<file path="src/hw/rtl/assert_macros.svh">
// assertion macros for the rtl, used by line_follow_pi_steering
// expects signals named clk and rst_n in the scope of use
`ifndef ASSERT_MACROS_SVH
`define ASSERT_MACROS_SVH

// same-cycle implication
`define LFPS_ASSERT_IMP(lbl, ante, cons, msg) \
    lbl: assert property (@(posedge clk) disable iff (!rst_n) (ante) |-> (cons)) \
        else $error(msg);

// next-cycle implication
`define LFPS_ASSERT_NXT(lbl, ante, cons, msg) \
    lbl: assert property (@(posedge clk) disable iff (!rst_n) (ante) |=> (cons)) \
        else $error(msg);

`endif

</file>
<file path="src/hw/rtl/lfps_pkg.sv">
// types and constants for the line follower steering block
// no dependencies
`default_nettype none

package lfps_pkg;

    localparam int GAIN_W      = 16;
    localparam int MUL_CNT_W   = 4;
    localparam int DIV_W       = 40;
    localparam int DIV_CNT_W   = 6;
    localparam int REM_W       = 11;
    localparam int E_W         = 11;
    localparam int RAW_W       = 12;
    localparam int G_W         = 34;
    localparam int NB_W        = 38;
    localparam int CFG_IDX_W   = 4;
    localparam int CFG_DATA_W  = 16;
    localparam int DMAG_W      = 7;

    localparam logic [REM_W-1:0] HEAD_MOD  = 11'd1440;
    localparam logic [REM_W-1:0] HEAD_HALF = 11'd720;
    localparam logic [REM_W-1:0] DIV_TEN   = 11'd10;
    localparam logic [REM_W-1:0] DIV_SIX   = 11'd6;

    localparam int RAW_SHIFT   = 16;
    localparam int GYRO_SHIFT  = 11;
    localparam int D_SHIFT     = 17;
    localparam int C8_SHIFT    = 9;
    localparam int BIAS_ROUND  = 5;
    localparam int SPEED_MAX   = 28160;
    localparam int SPEED_FLOOR = 1280;
    localparam int SPEED_REV   = -256;

    localparam logic [DMAG_W-1:0] DMAG_MAX  = 7'd127;
    localparam logic [DMAG_W-1:0] STEER_MAX = 7'd100;
    localparam logic [DMAG_W-1:0] HARD_TURN = 7'd70;

    localparam logic [CFG_IDX_W-1:0] CFG_KP       = 4'd0;
    localparam logic [CFG_IDX_W-1:0] CFG_KI       = 4'd1;
    localparam logic [CFG_IDX_W-1:0] CFG_KG       = 4'd2;
    localparam logic [CFG_IDX_W-1:0] CFG_WINDOW   = 4'd3;
    localparam logic [CFG_IDX_W-1:0] CFG_LBASE    = 4'd4;
    localparam logic [CFG_IDX_W-1:0] CFG_RBASE    = 4'd5;
    localparam logic [CFG_IDX_W-1:0] CFG_BOOST    = 4'd6;
    localparam logic [CFG_IDX_W-1:0] CFG_HOLDOFF  = 4'd7;

    localparam logic [1:0] MODE_HOLDOFF = 2'd0;
    localparam logic [1:0] MODE_GYRO    = 2'd1;
    localparam logic [1:0] MODE_OFFLINE = 2'd2;

    typedef struct packed {
        logic               paused;
        logic [6:0]         left_inner;
        logic [6:0]         left_outer;
        logic [6:0]         right_inner;
        logic [6:0]         right_outer;
        logic signed [23:0] heading;
        logic [31:0]        now_ms;
    } in_item_t;

    typedef struct packed {
        logic               drive_on;
        logic signed [7:0]  steer_target;
        logic signed [15:0] left_speed;
        logic signed [15:0] right_speed;
        logic [1:0]         assist_mode;
    } out_item_t;

    typedef enum logic [8:0] {
        S_IDLE  = 9'b000000001,
        S_HDIV  = 9'b000000010,
        S_MKP   = 9'b000000100,
        S_MKI   = 9'b000001000,
        S_MG    = 9'b000010000,
        S_SCALE = 9'b000100000,
        S_DDIV  = 9'b001000000,
        S_BDIV  = 9'b010000000,
        S_FIN   = 9'b100000000
    } seq_state_t;

endpackage

`default_nettype wire

</file>
<file path="src/hw/rtl/lfps_mul.sv">
// bit-serial shift-add multiplier, signed operand times 16-bit unsigned gain
// depends on lfps_pkg
`default_nettype none

module lfps_mul
    import lfps_pkg::*;
#(
    parameter int AW = 34
)
(
    input  wire logic                        clk,
    input  wire logic                        rst_n,
    input  wire logic                        start,
    input  wire logic signed [AW-1:0]        a,
    input  wire logic [GAIN_W-1:0]           b,
    output logic                             done,
    output logic signed [AW+GAIN_W-1:0]      p
);

    logic signed [AW+GAIN_W-1:0] mcand_reg;
    logic signed [AW+GAIN_W-1:0] prod_reg;
    logic [GAIN_W-1:0]           mplier_reg;
    logic [MUL_CNT_W-1:0]        cnt_reg;
    logic                        busy_reg;
    logic                        done_reg;

    always_ff @(posedge clk or negedge rst_n)
    begin
        if (!rst_n)
        begin
            busy_reg <= 1'b0;
            done_reg <= 1'b0;
            cnt_reg  <= '0;
        end
        else
        begin
            done_reg <= 1'b0;
            if (start)
            begin
                busy_reg <= 1'b1;
                cnt_reg  <= '0;
            end
            else if (busy_reg)
            begin
                cnt_reg <= cnt_reg + 1'b1;
                if (cnt_reg == MUL_CNT_W'(GAIN_W - 1))
                begin
                    busy_reg <= 1'b0;
                    done_reg <= 1'b1;
                end
            end
        end
    end

    always_ff @(posedge clk)
    begin
        if (start)
        begin
            mcand_reg  <= (AW+GAIN_W)'(a);
            mplier_reg <= b;
            prod_reg   <= '0;
        end
        else if (busy_reg)
        begin
            if (mplier_reg[0])
            begin
                prod_reg <= prod_reg + mcand_reg;
            end
            mcand_reg  <= mcand_reg <<< 1;
            mplier_reg <= mplier_reg >> 1;
        end
    end

    assign done = done_reg;
    assign p    = prod_reg;

endmodule

`default_nettype wire

</file>
<file path="src/hw/rtl/lfps_div.sv">
// bit-serial restoring divider by a small unsigned divisor
// depends on lfps_pkg
`default_nettype none

module lfps_div
    import lfps_pkg::*;
(
    input  wire logic             clk,
    input  wire logic             rst_n,
    input  wire logic             start,
    input  wire logic [DIV_W-1:0] dividend,
    input  wire logic [REM_W-1:0] divisor,
    output logic                  done,
    output logic [DIV_W-1:0]      quotient,
    output logic [REM_W-1:0]      remainder
);

    logic [DIV_W-1:0]     quo_reg;
    logic [REM_W-1:0]     rem_reg;
    logic [REM_W-1:0]     dvs_reg;
    logic [DIV_CNT_W-1:0] cnt_reg;
    logic                 busy_reg;
    logic                 done_reg;
    logic [REM_W:0]       trial;
    logic [REM_W:0]       diff;
    logic                 ge;

    assign trial = {rem_reg, quo_reg[DIV_W-1]};
    assign diff  = trial - {1'b0, dvs_reg};
    assign ge    = trial >= {1'b0, dvs_reg};

    always_ff @(posedge clk or negedge rst_n)
    begin
        if (!rst_n)
        begin
            busy_reg <= 1'b0;
            done_reg <= 1'b0;
            cnt_reg  <= '0;
        end
        else
        begin
            done_reg <= 1'b0;
            if (start)
            begin
                busy_reg <= 1'b1;
                cnt_reg  <= '0;
            end
            else if (busy_reg)
            begin
                cnt_reg <= cnt_reg + 1'b1;
                if (cnt_reg == DIV_CNT_W'(DIV_W - 1))
                begin
                    busy_reg <= 1'b0;
                    done_reg <= 1'b1;
                end
            end
        end
    end

    always_ff @(posedge clk)
    begin
        if (start)
        begin
            quo_reg <= dividend;
            rem_reg <= '0;
            dvs_reg <= divisor;
        end
        else if (busy_reg)
        begin
            rem_reg <= ge ? diff[REM_W-1:0] : trial[REM_W-1:0];
            quo_reg <= {quo_reg[DIV_W-2:0], ge};
        end
    end

    assign done      = done_reg;
    assign quotient  = quo_reg;
    assign remainder = rem_reg;

endmodule

`default_nettype wire

</file>
<file path="src/hw/rtl/line_follow_pi_steering.sv">
// line follower steering: one control tick in, one drive command out. The time
// from accepting an item to the next possible acceptance is set by the
// bit-serial divider (40 steps, run three times per item when gyro assist is
// active and twice otherwise) and the 16-step serial multiplier (run three
// times), plus the accept, scale and hand-off steps; a paused item goes from
// accept straight to hand-off.
// A new item is taken once the previous one has reached the output register; a
// stalled output register holds the sequencer in its last step.
// depends on lfps_pkg, lfps_mul, lfps_div and assert_macros.svh
`default_nettype none

`include "assert_macros.svh"

module line_follow_pi_steering
    import lfps_pkg::*;
#(
    parameter int SUM_BITS     = 24,
    parameter int HEADING_BITS = 24
)
(
    input  wire logic                  clk,
    input  wire logic                  rst_n,
    input  wire logic                  in_valid,
    output logic                       in_stall,
    input  wire in_item_t              in_data,
    output logic                       out_valid,
    input  wire logic                  out_stall,
    output out_item_t                  out_data,
    input  wire logic                  cfg_wr_en,
    input  wire logic [CFG_IDX_W-1:0]  cfg_index,
    input  wire logic [CFG_DATA_W-1:0] cfg_data
);

    localparam int MW = (SUM_BITS > G_W) ? SUM_BITS : G_W;
    localparam int PW = MW + GAIN_W;
    localparam int CW = PW + 2;
    localparam int TW = PW - GYRO_SHIFT;
    localparam int XW = TW + 2;
    localparam int YW = XW + 3;
    localparam int SW = CW + 1;

    // configuration
    logic [15:0] kp_reg, ki_reg, kg_reg, holdoff_reg;
    logic [8:0]  window_reg;
    logic [6:0]  lbase_reg, rbase_reg, boost_reg;

    // state and sequencer
    seq_state_t                 state_reg, state_next;
    logic signed [SUM_BITS-1:0] sum_reg;
    logic signed [31:0]         bias_reg;
    logic [31:0]                last_reg;

    logic signed [E_W-1:0]   e2_reg;
    logic                    paused_reg, assist_reg, offline_reg, hneg_reg;
    logic signed [RAW_W-1:0] raw_reg;
    logic signed [CW-1:0]    acc_reg;
    logic signed [XW-1:0]    x_reg;
    logic                    dneg_reg, nneg_reg;
    logic [DMAG_W-1:0]       dmag_reg;
    out_item_t               out_reg;
    logic                    out_valid_reg;

    // units
    logic                    mul_start, mul_done;
    logic signed [MW-1:0]    mul_a;
    logic [GAIN_W-1:0]       mul_b;
    logic signed [PW-1:0]    mul_p;
    logic                    div_start, div_done;
    logic [DIV_W-1:0]        div_dvd, div_q;
    logic [REM_W-1:0]        div_dvs, div_r;

    lfps_mul #(.AW(MW)) u_mul (
        .clk   (clk),
        .rst_n (rst_n),
        .start (mul_start),
        .a     (mul_a),
        .b     (mul_b),
        .done  (mul_done),
        .p     (mul_p)
    );

    lfps_div u_div (
        .clk       (clk),
        .rst_n     (rst_n),
        .start     (div_start),
        .dividend  (div_dvd),
        .divisor   (div_dvs),
        .done      (div_done),
        .quotient  (div_q),
        .remainder (div_r)
    );

    // capture path
    logic [E_W-1:0]              e_pos, e_neg;
    logic signed [E_W-1:0]       e2_calc;
    logic [E_W-2:0]              e2_abs_in, e2_abs;
    logic signed [SUM_BITS:0]    sum_wide, sum_max, sum_min;
    logic signed [SUM_BITS-1:0]  sum_sat;
    logic                        near, late;
    logic [31:0]                 elapsed, hz;
    logic [HEADING_BITS-1:0]     hs_bits, habs;
    logic                        hneg;

    assign e_pos = {3'b0, in_data.right_inner, 1'b0} + {4'b0, in_data.right_outer}
                 + {3'b0, in_data.right_outer, 1'b0};
    assign e_neg = {3'b0, in_data.left_inner, 1'b0} + {4'b0, in_data.left_outer}
                 + {3'b0, in_data.left_outer, 1'b0};
    assign e2_calc   = $signed(e_pos - e_neg);
    assign e2_abs_in = e2_calc[E_W-1] ? (E_W-1)'(-e2_calc) : e2_calc[E_W-2:0];
    assign e2_abs    = e2_reg[E_W-1] ? (E_W-1)'(-e2_reg) : e2_reg[E_W-2:0];

    assign sum_wide = (SUM_BITS+1)'(sum_reg) + (SUM_BITS+1)'(e2_calc);
    assign sum_max  = {2'b00, {(SUM_BITS-1){1'b1}}};
    assign sum_min  = {2'b11, {(SUM_BITS-1){1'b0}}};
    always_comb
    begin
        priority if (sum_wide > sum_max)
            sum_sat = sum_max[SUM_BITS-1:0];
        else if (sum_wide < sum_min)
            sum_sat = sum_min[SUM_BITS-1:0];
        else
            sum_sat = sum_wide[SUM_BITS-1:0];
    end

    assign near    = e2_abs_in <= {1'b0, window_reg};
    assign elapsed = in_data.now_ms - last_reg;
    assign late    = elapsed >= {16'b0, holdoff_reg};

    assign hz      = 32'($unsigned(in_data.heading));
    assign hs_bits = hz[HEADING_BITS-1:0];
    assign hneg    = hs_bits[HEADING_BITS-1];
    assign habs    = hneg ? (~hs_bits + 1'b1) : hs_bits;

    // heading error path
    logic [RAW_W-1:0]        rem_ext;
    logic signed [RAW_W-1:0] rr, raw_calc;
    logic signed [G_W-1:0]   g_calc;
    logic signed [TW-1:0]    gterm;
    logic signed [YW-1:0]    y_calc;
    logic [YW-1:0]           ymag;
    logic signed [NB_W-1:0]  nb;
    logic [NB_W-1:0]         nmag;

    assign rem_ext  = {1'b0, div_r};
    assign rr       = (div_r >= HEAD_HALF) ? $signed(rem_ext - {1'b0, HEAD_MOD})
                                           : $signed(rem_ext);
    assign raw_calc = hneg_reg ? -rr : rr;
    assign g_calc   = (G_W'(raw_reg) <<< RAW_SHIFT) - G_W'(bias_reg);
    assign gterm    = $signed(mul_p[PW-1:GYRO_SHIFT]);
    assign y_calc   = (YW'(x_reg) <<< 3) - YW'(x_reg);
    assign ymag     = y_calc[YW-1] ? $unsigned(-y_calc) : $unsigned(y_calc);
    assign nb       = (NB_W'(bias_reg) <<< 3) + NB_W'(bias_reg)
                    + (NB_W'(raw_reg) <<< RAW_SHIFT);
    assign nmag     = nb[NB_W-1] ? $unsigned(-nb) : $unsigned(nb);

    // sequencer
    always_comb
    begin
        state_next = state_reg;
        mul_start  = 1'b0;
        div_start  = 1'b0;
        div_dvd    = DIV_W'(habs);
        div_dvs    = HEAD_MOD;
        unique case (state_reg)
            S_IDLE:
            begin
                if (in_valid)
                begin
                    if (in_data.paused)
                    begin
                        state_next = S_FIN;
                    end
                    else
                    begin
                        div_start  = 1'b1;
                        state_next = S_HDIV;
                    end
                end
            end
            S_HDIV:
            begin
                if (div_done)
                begin
                    mul_start  = 1'b1;
                    state_next = S_MKP;
                end
            end
            S_MKP:
            begin
                if (mul_done)
                begin
                    mul_start  = 1'b1;
                    state_next = S_MKI;
                end
            end
            S_MKI:
            begin
                if (mul_done)
                begin
                    mul_start  = 1'b1;
                    state_next = S_MG;
                end
            end
            S_MG:
            begin
                if (mul_done)
                begin
                    state_next = S_SCALE;
                end
            end
            S_SCALE:
            begin
                div_start  = 1'b1;
                div_dvd    = assist_reg ? DIV_W'(ymag[YW-1:D_SHIFT]) : DIV_W'(e2_abs);
                div_dvs    = assist_reg ? DIV_TEN : DIV_SIX;
                state_next = S_DDIV;
            end
            S_DDIV:
            begin
                if (div_done)
                begin
                    if (assist_reg)
                    begin
                        div_start  = 1'b1;
                        div_dvd    = DIV_W'(nmag) + DIV_W'(BIAS_ROUND);
                        div_dvs    = DIV_TEN;
                        state_next = S_BDIV;
                    end
                    else
                    begin
                        state_next = S_FIN;
                    end
                end
            end
            S_BDIV:
            begin
                if (div_done)
                begin
                    state_next = S_FIN;
                end
            end
            S_FIN:
            begin
                if (!out_valid_reg || !out_stall)
                begin
                    state_next = S_IDLE;
                end
            end
            default:
            begin
                state_next = S_IDLE;
            end
        endcase
    end

    always_comb
    begin
        unique case (state_reg)
            S_HDIV:
            begin
                mul_a = MW'(e2_reg);
                mul_b = kp_reg;
            end
            S_MKP:
            begin
                mul_a = MW'(sum_reg);
                mul_b = ki_reg;
            end
            default:
            begin
                mul_a = MW'(g_calc);
                mul_b = kg_reg;
            end
        endcase
    end

    // drive command
    logic signed [SW-1:0]     c8, lb, rb, boost, lsp, rsp, lsp_c, rsp_c;
    logic [DMAG_W-1:0]        smag;
    out_item_t                out_calc;

    assign c8    = SW'($signed(acc_reg[CW-1:C8_SHIFT]));
    assign lb    = SW'($signed({1'b0, lbase_reg, 8'b0}));
    assign rb    = SW'($signed({1'b0, rbase_reg, 8'b0}));
    assign boost = SW'($signed({1'b0, boost_reg, 8'b0}));
    assign smag  = (dmag_reg > STEER_MAX) ? STEER_MAX : dmag_reg;

    always_comb
    begin
        priority if (dmag_reg == '0)
        begin
            lsp = lb;
            rsp = rb;
        end
        else if (!dneg_reg)
        begin
            lsp = lb + boost;
            rsp = (dmag_reg >= HARD_TURN) ? SW'(SPEED_REV) : '0;
        end
        else
        begin
            rsp = rb + boost;
            lsp = (dmag_reg >= HARD_TURN) ? SW'(SPEED_REV) : '0;
        end
        if (!acc_reg[CW-1])
        begin
            rsp = rb - c8;
            if (rsp < SW'(SPEED_FLOOR))
                rsp = SW'(SPEED_FLOOR);
        end
        else
        begin
            lsp = lb + c8;
            if (lsp < SW'(SPEED_FLOOR))
                lsp = SW'(SPEED_FLOOR);
        end
        lsp_c = (lsp > SW'(SPEED_MAX)) ? SW'(SPEED_MAX)
              : ((lsp < SW'(SPEED_REV)) ? SW'(SPEED_REV) : lsp);
        rsp_c = (rsp > SW'(SPEED_MAX)) ? SW'(SPEED_MAX)
              : ((rsp < SW'(SPEED_REV)) ? SW'(SPEED_REV) : rsp);

        if (paused_reg)
        begin
            out_calc = '0;
        end
        else
        begin
            out_calc.drive_on     = 1'b1;
            out_calc.steer_target = dneg_reg ? -$signed({1'b0, smag})
                                             : $signed({1'b0, smag});
            out_calc.left_speed   = lsp_c[15:0];
            out_calc.right_speed  = rsp_c[15:0];
            out_calc.assist_mode  = assist_reg ? MODE_GYRO
                                  : (offline_reg ? MODE_OFFLINE : MODE_HOLDOFF);
        end
    end

    // control registers
    always_ff @(posedge clk or negedge rst_n)
    begin
        if (!rst_n)
        begin
            state_reg     <= S_IDLE;
            out_valid_reg <= 1'b0;
            sum_reg       <= '0;
            bias_reg      <= '0;
            last_reg      <= '0;
            kp_reg        <= 16'd1311;
            ki_reg        <= 16'd655;
            kg_reg        <= 16'd1280;
            window_reg    <= 9'd30;
            lbase_reg     <= 7'd20;
            rbase_reg     <= 7'd20;
            boost_reg     <= 7'd10;
            holdoff_reg   <= 16'd300;
        end
        else
        begin
            state_reg <= state_next;

            if (state_reg == S_FIN && (!out_valid_reg || !out_stall))
                out_valid_reg <= 1'b1;
            else if (!out_stall)
                out_valid_reg <= 1'b0;

            if (state_reg == S_IDLE && in_valid && !in_data.paused)
            begin
                sum_reg <= sum_sat;
                if (!near)
                    last_reg <= in_data.now_ms;
            end

            if (state_reg == S_BDIV && div_done)
                bias_reg <= nneg_reg ? -$signed(div_q[31:0]) : $signed(div_q[31:0]);

            if (cfg_wr_en)
            begin
                unique case (cfg_index)
                    CFG_KP:      kp_reg      <= cfg_data;
                    CFG_KI:      ki_reg      <= cfg_data;
                    CFG_KG:      kg_reg      <= cfg_data;
                    CFG_WINDOW:  window_reg  <= cfg_data[8:0];
                    CFG_LBASE:   lbase_reg   <= cfg_data[6:0];
                    CFG_RBASE:   rbase_reg   <= cfg_data[6:0];
                    CFG_BOOST:   boost_reg   <= cfg_data[6:0];
                    CFG_HOLDOFF: holdoff_reg <= cfg_data;
                    default:     ;
                endcase
            end
        end
    end

    // datapath registers
    always_ff @(posedge clk)
    begin
        unique case (state_reg)
            S_IDLE:
            begin
                if (in_valid)
                begin
                    paused_reg  <= in_data.paused;
                    e2_reg      <= e2_calc;
                    assist_reg  <= near && late;
                    offline_reg <= !near;
                    hneg_reg    <= hneg;
                end
            end
            S_HDIV:
            begin
                if (div_done)
                    raw_reg <= raw_calc;
            end
            S_MKP:
            begin
                if (mul_done)
                    acc_reg <= CW'(mul_p);
            end
            S_MKI:
            begin
                if (mul_done)
                    acc_reg <= acc_reg + CW'(mul_p);
            end
            S_MG:
            begin
                if (mul_done)
                begin
                    if (assist_reg)
                        acc_reg <= acc_reg - CW'(gterm);
                    x_reg <= (XW'(e2_reg) <<< RAW_SHIFT) - XW'(gterm);
                end
            end
            S_SCALE:
            begin
                dneg_reg <= assist_reg ? y_calc[YW-1] : e2_reg[E_W-1];
            end
            S_DDIV:
            begin
                if (div_done)
                begin
                    dmag_reg <= (div_q > DIV_W'(DMAG_MAX)) ? DMAG_MAX : div_q[DMAG_W-1:0];
                    nneg_reg <= nb[NB_W-1];
                end
            end
            S_FIN:
            begin
                if (!out_valid_reg || !out_stall)
                    out_reg <= out_calc;
            end
            default:
            begin
            end
        endcase
    end

    assign in_stall  = state_reg != S_IDLE;
    assign out_valid = out_valid_reg;
    assign out_data  = out_reg;

    `LFPS_ASSERT_IMP(a_mul_done_state, mul_done, state_reg == S_MKP || state_reg == S_MKI || state_reg == S_MG, "multiplier finished outside a multiply step")
    `LFPS_ASSERT_IMP(a_div_done_state, div_done, state_reg == S_HDIV || state_reg == S_DDIV || state_reg == S_BDIV, "divider finished outside a divide step")
    `LFPS_ASSERT_NXT(a_paused_skip, in_valid && !in_stall && in_data.paused, state_reg == S_FIN, "paused item did not skip the update")
    `LFPS_ASSERT_IMP(a_steer_range, out_valid, out_data.steer_target <= 8'sd100 && out_data.steer_target >= -8'sd100, "steering target out of range")

endmodule

`default_nettype wire

</file>
<file path="config.mk">
export PLATFORM = sky130hd
export DESIGN_NAME = line_follow_pi_steering
export DESIGN_NICKNAME = d
export VERILOG_FILES = /design/src/hw/rtl/lfps_pkg.sv /design/src/hw/rtl/lfps_mul.sv /design/src/hw/rtl/lfps_div.sv /design/src/hw/rtl/line_follow_pi_steering.sv
export VERILOG_INCLUDE_DIRS = /design/src /design/src/hw/rtl
export SDC_FILE = /design/constraint.sdc
export NUM_CORES = 2
export LEC_CHECK = 0
export BUFFER_PORTS_ARGS = -buffer_cell sky130_fd_sc_hd__buf_2
export CAP_MARGIN = 5
export CORE_MARGIN = 8
export CORE_UTILIZATION = 50
export CTS_BUF_LIST = sky130_fd_sc_hd__clkbuf_16
export DETAILED_ROUTE_END_ITERATION = 16
export PLACE_DENSITY = 0.78
export REMOVE_ABC_BUFFERS = 1
export SYNTH_ARGS = -nofsm -noshare
export SYNTH_HDL_FRONTEND = slang
export SYNTH_SLANG_ARGS = --single-unit
</file>
<file path="constraint.sdc">
create_clock -name clk -period 13.3 [get_ports clk]
set_input_delay 1.33 -clock clk [delete_from_list [all_inputs] [get_ports clk]]
set_output_delay 1.33 -clock clk [all_outputs]
set_load 0.02 [all_outputs]
</file>
After elaboration in Yosys (flattened, before gate mapping) --
Index checks and enable logic that the tools add are counted.
Operators by class: add/subtract/negate cells 32, order comparisons 15, equal/unequal tests 29, muxes and demuxes 88, bitwise operators 3, reductions and logical operators 39
Operator list (number):
- $mux W53 | 9
- $mux W52 | 4
- $pmux W52 S3 | 1
- $gt A53 B16 Y1 const B | 2
- $lt A53 B9 Y1 const B | 2
- $mux W50 | 2
- $mux W16 | 6
- $mux W9 | 10
- $lt A44 B12 Y1 const B | 2
- $pmux W9 S9 | 1
- $mux W40 | 2
- $mux W39 | 2
- $pmux W39 S2 | 1
- $mux W24 | 3
- $pmux W34 S2 | 1
- $add A52 B50 Y52 | 1
- $sub A52 B39 Y52 | 1
- $add A50 B50 Y50 | 1
- $add A16 B43 Y44 | 1
- $mux W44 | 1
- $neg A44 Y44 | 1
- $sub A16 B43 Y44 | 1
- $sub A43 B40 Y44 | 1
- $mux W43 | 1
- 77 further kinds | 149
Word-level totals: register bits after elaboration 555, input port bits 110, output and inout port bits 45, logic and storage cells 253

Logic depth before layout (Yosys ltp) --
depth after elaboration 9, mapped depth 30, gate-level depth less buffers 29

By module --
Synthesis repeated with hierarchy kept, for this count alone.
Second synthesis, totals: cell total of the unflattened synthesis 5844, area total of the unflattened synthesis 49990.4 sq um
By module, submodules not included:
- line_follow_pi_steering | times used 1, cells each 4799, area each 39130.0 sq um, sequential area each 9977.1 sq um
- lfps_mul | times used 1, cells each 773, area each 7402.1 sq um, sequential area each 3133.0 sq um
- lfps_div | times used 1, cells each 272, area each 3458.3 sq um, sequential area each 1951.9 sq um

Worst setup path before layout --
OpenSTA, ideal clock, no wires.
path type input -> register, from input port in_data[72] (netlist name), to register sum_reg[10], library setup time 0.139 ns, arrival time 7.775 ns, required time 13.161 ns, slack 5.386 ns, stages 29, buffers on the path 1, path through inv_1 fa_1 fa_1 inv_1 fa_1 inv_1 ha_1 a21o_1 a21oi_1 o21bai_1 a21oi_1 o21bai_1 a21oi_1 o21bai_1 a21o_1 inv_1 ha_1 inv_1 a21oi_1 a41oi_1 a21oi_1 a41o_1 o41ai_1 o21ai_0 o31a_1 o22ai_1 clkbuf_1 a2bb2oi_1 o211ai_1
Between the ends: cells in the longest elaborated chain, start to end 7, elaborated cells between the ends (all ways) 8, those cells by class add/sub: 4; order compare: 2; mux: 2
Ends and longest elaborated chain:
- start: declaration | line line_follow_pi_steering.sv:25 | input wire in_item_t in_data,
- $add A8 B7 Y9 | line line_follow_pi_steering.sv:106 | assign e_neg = {3'b0, in_data.left_inner, 1'b0} + {4'b0, in_data.left_outer}
- $add A9 B8 Y10 * | line line_follow_pi_steering.sv:107 | + {3'b0, in_data.left_outer, 1'b0};
- $sub A10 B10 Y11 * | line line_follow_pi_steering.sv:108 | assign e2_calc = $signed(e_pos - e_neg);
- via e2_calc[10] | line line_follow_pi_steering.sv:95 | logic signed [E_W-1:0] e2_calc;
- $add A24 B11 Y25 * | line line_follow_pi_steering.sv:112 | assign sum_wide = (SUM_BITS+1)'(sum_reg) + (SUM_BITS+1)'(e2_calc);
- $lt A25 B24 Y1 | line line_follow_pi_steering.sv:119 | else if (sum_wide < sum_min)
- $mux W24 | line line_follow_pi_steering.sv:119
- $mux W24 * | line line_follow_pi_steering.sv:117 | priority if (sum_wide > sum_max)
- end signal: assignment | line line_follow_pi_steering.sv:368 | sum_reg <= sum_sat;
- end: declaration | line line_follow_pi_steering.sv:49 | logic signed [SUM_BITS-1:0] sum_reg;
Mark *: on every way through the listed nets, which the timed path passes. The rest lies on a longest branch. A chain may end at the register's enable or synchronous reset.

Worst setup path after layout --
Ends and elaborated chain as after synthesis.

==> key figures <==
Placed design
  • Dpl ws: 4110 ps
  • I/O Buffers: 154
  • RePlAce Congestion: between 0.9 and 1
  • Placed cells: approximately 7k
  • Final HPWL DP: 110000 um

Final layout
  • Post-layout util: a little over half
  • Layout fillers: roughly 8.8k
  • Largest register FFs: 52
  • Final Non-Filler Cells: 7084
  • FF/Latch Area: 14900 um^2
  • Area of the multi-input gates: 31500 um^2
  • Area growth from synthesis to layout: 8.20%
  • Layout cells sized above 1: 9.39%
  • Final net count: 6287

STA
  • Tightest Pin Transition: 1220 ps
  • Period utilization: 64.8%
  • Clock skew: 35.8 ps
  • Setup ws final: 4680 ps
  • Max-slew headroom: 18.4%
  • Fin Setup TNS: 0 ps
  • Fmax achieved: roughly 120 MHz
  • Final setup viols: 0
  • WHS: 496 ps
  • Final Max Tran Viols: 0
  • Final hold vios: 0
  • Tmin final: 8620 ps
  • RSZ-0062 raised after global routing: false

Logic synthesis
  • Cell count after synthesis: 5732
  • Avg Cell Area, Syn: around 8.5 um^2
  • FF+latch count, synth: 548
  • Syn. warnings: 0
  • Syn Std Cell Area: 48500 um^2
  • EDFF count, synth: ~280
  • Main synth FF type: edfxtp_1
  • Area leader, netlist: edfxtp_1
  • Post-synth cell types: between 100 and 150
  • Sequential area share after synthesis: 30.6%
  • Top-area cell type share of the netlist area: between 15 and 20%
  • Post-synth ARST share: 37.6%
  • Synth area leaders: edfxtp_1 (17%), ha_1 (9.6%), dfrtp_1 (9.1%)

CTS
  • CTS Buffer Depth: 3
  • TritonCTS clock tree: yes
  • Total CTS buffers: 67
  • CTS sink cnt: 548
  • Clock latency at the later pin of the worst-skew pair: 640 ps
  • Clk root buf: clkbuf_16
  • Post-CTS sizing: 0
  • Post-CTS setup buffer count: 0
  • Clock-pin slew on the worst setup and hold paths: 60 ps
  • H-tree Lvls: 3
  • CTS Hold Bufs: 0

Hold path
  • Min-delay src: u_mul.p[49]
  • HP Class: reg2reg
  • Hold EP: u_mul.p[49]
  • Hold path depth: 2

Detailed routing
  • DR vias/cell: 6.16
  • DRC errors left: 0
  • Post-route ant nets: 0
  • First-pass DRT Iterations: 6
  • Initial DRC Count: 4608
  • Final WL: approximately 140000 um
  • Routed WL per cell: 20.3 um
  • Via count: 43.6k

Floorplanning
  • IO Pins: roughly 160
  • # rows: 114
  • Total core area: 96400 um^2
  • Die footprint: 107000 um^2
  • Die width: 328 um
  • Initial Util: 50.3%
  • Die Ht: 328 um

Critical path
  • FF-to-FF Start: acc_reg[28]
  • Worst path required time: 13790 ps
  • Worst stage delay on the critical path: 820 ps
  • Reg2reg end: out_data[8]
  • Critical path peak fanout: 25
  • Worst Setup Start Kind: primary input
  • Reg2Reg Setup Slack: 5450 ps
  • CP max stage cell: o22ai_2
  • Critical Path AT: 9110 ps
  • CP Capture Type: flop
  • Crit Path Category: in2reg
  • Worst r2r path cells: 23

Global routing
  • Number of global-route vias before repair: between 40k and 50k
  • Initial antenna violation count: 3
  • Global Route Usage Sum: about a quarter
  • Gr ovfl total: 0
  • First-pass GRT wire length: 224000 um
  • Largest net degree at the start of global routing: 94

Power
  • Pleak: ~22 nW
  • Pwr per Cell Area: 203 nW/um^2
  • Max VDD drop: 0.000134 V

Run status
  • Outcome: complete, no violations

Job
  • Max Cap Viol: 0
[cells in the mapped netlist, types with 130 or more instances]
library cell and number:
a21o_1 182, xnor2_1 283, clkbuf_1 223, xor2_1 203, ha_1 372, edfxtp_1 281, nor3_1 135, a21oi_1 463
dfrtp_1 176, nor2_1 482, inv_1 366, nand3_1 130, o21ai_0 350, nand2_1 545
[per-layer routing]
metal  global-route usage (%)  part of all wire [%]  up-vias
met4                     11.0                   4.7        2
met1                     33.9                    42    20700
met2                     41.3                    45     1713
li1                         -                     -    20800
met5                        0                0.0091        -
met3                     4.37                   7.8      341
[through the flow]
stage | area, um^2 | power (mW)
3_5_place_dp | 50400 | 8.73
3_3_place_gp | 50400 | 8.54
4_1_cts | 52500 | 10.6
6_report | 52500 | 10.6
5_1_grt | 52500 | 11.4
2_1_floorplan | 47600 | 7.24
[cell type report]
class / instances / share of cell area [%]
Clock inverter: 55 / 0.777
Sequential cell: 548 / 28.3
Timing Repair Buffer: 197 / 2.10
Multi-Input combinational cell: 4569 / 59.9
Tap cell: 1276 / 3.04
Antenna cell: 2 / 0.00953
Inverter: 368 / 2.63
Clock buffer: 69 / 3.29
[cell usage in the layout, fill, tap and decap left out, types with 130 or more instances in the layout]
cell        n
xnor2_1   283
inv_1     378
ha_1      372
nor3_1    134
o21ai_0   350
buf_2     153
nor2_1    477
a21o_1    181
edfxtp_1  281
xor2_1    203
a21oi_1   461
dfrtp_1   176
nand2_1   542
nand3_1   130
[worst max path at each step]
| stage | slack (ps) | cells after the start | from | endpoint |
|---|---|---|---|---|
| after CTS | 4740 | 29 | in_data[72] | sum_reg[10] |
| after floorplan | 4870 | 28 | in_data[72] | sum_reg[11] |
| after detailed placement | 4110 | 29 | in_data[72] | sum_reg[17] |
| after global placement | 4400 | 29 | in_data[72] | sum_reg[10] |
| after global routing | 4160 | 29 | in_data[72] | sum_reg[10] |
| final | 4680 | 29 | in_data[72] | sum_reg[10] |
[where the power goes]
group | switching, mW | internal [mW]
Clock | 0.786 | 1.03
Combinational | 3.33 | 2.53
Sequential | 0.598 | 2.37
[cells by family (layout without fill, tap and decap cells)]
group	count (synthesis)	after routing	share of synthesized area, %
other cells	0	2	0
fa+ha+maj	446	446	12.2
simple gates	1853	1853	18.6
xor+xnor	486	486	8.77
buf+inv	615	689	4.84
compound gates	1642	1642	21.7
flops	548	548	30.6
mux	142	142	3.24
[worst max-delay path, delay by kind of cell]
family	cells	cell delay [ps]
AND/OR/NAND/NOR	1	300
adder cells (fa/ha/maj)	5	2300
buffers and inverters	6	940
AO/OA/AOI/OAI	17	4210
No activity file was read; power rests on OpenSTA's default activity.
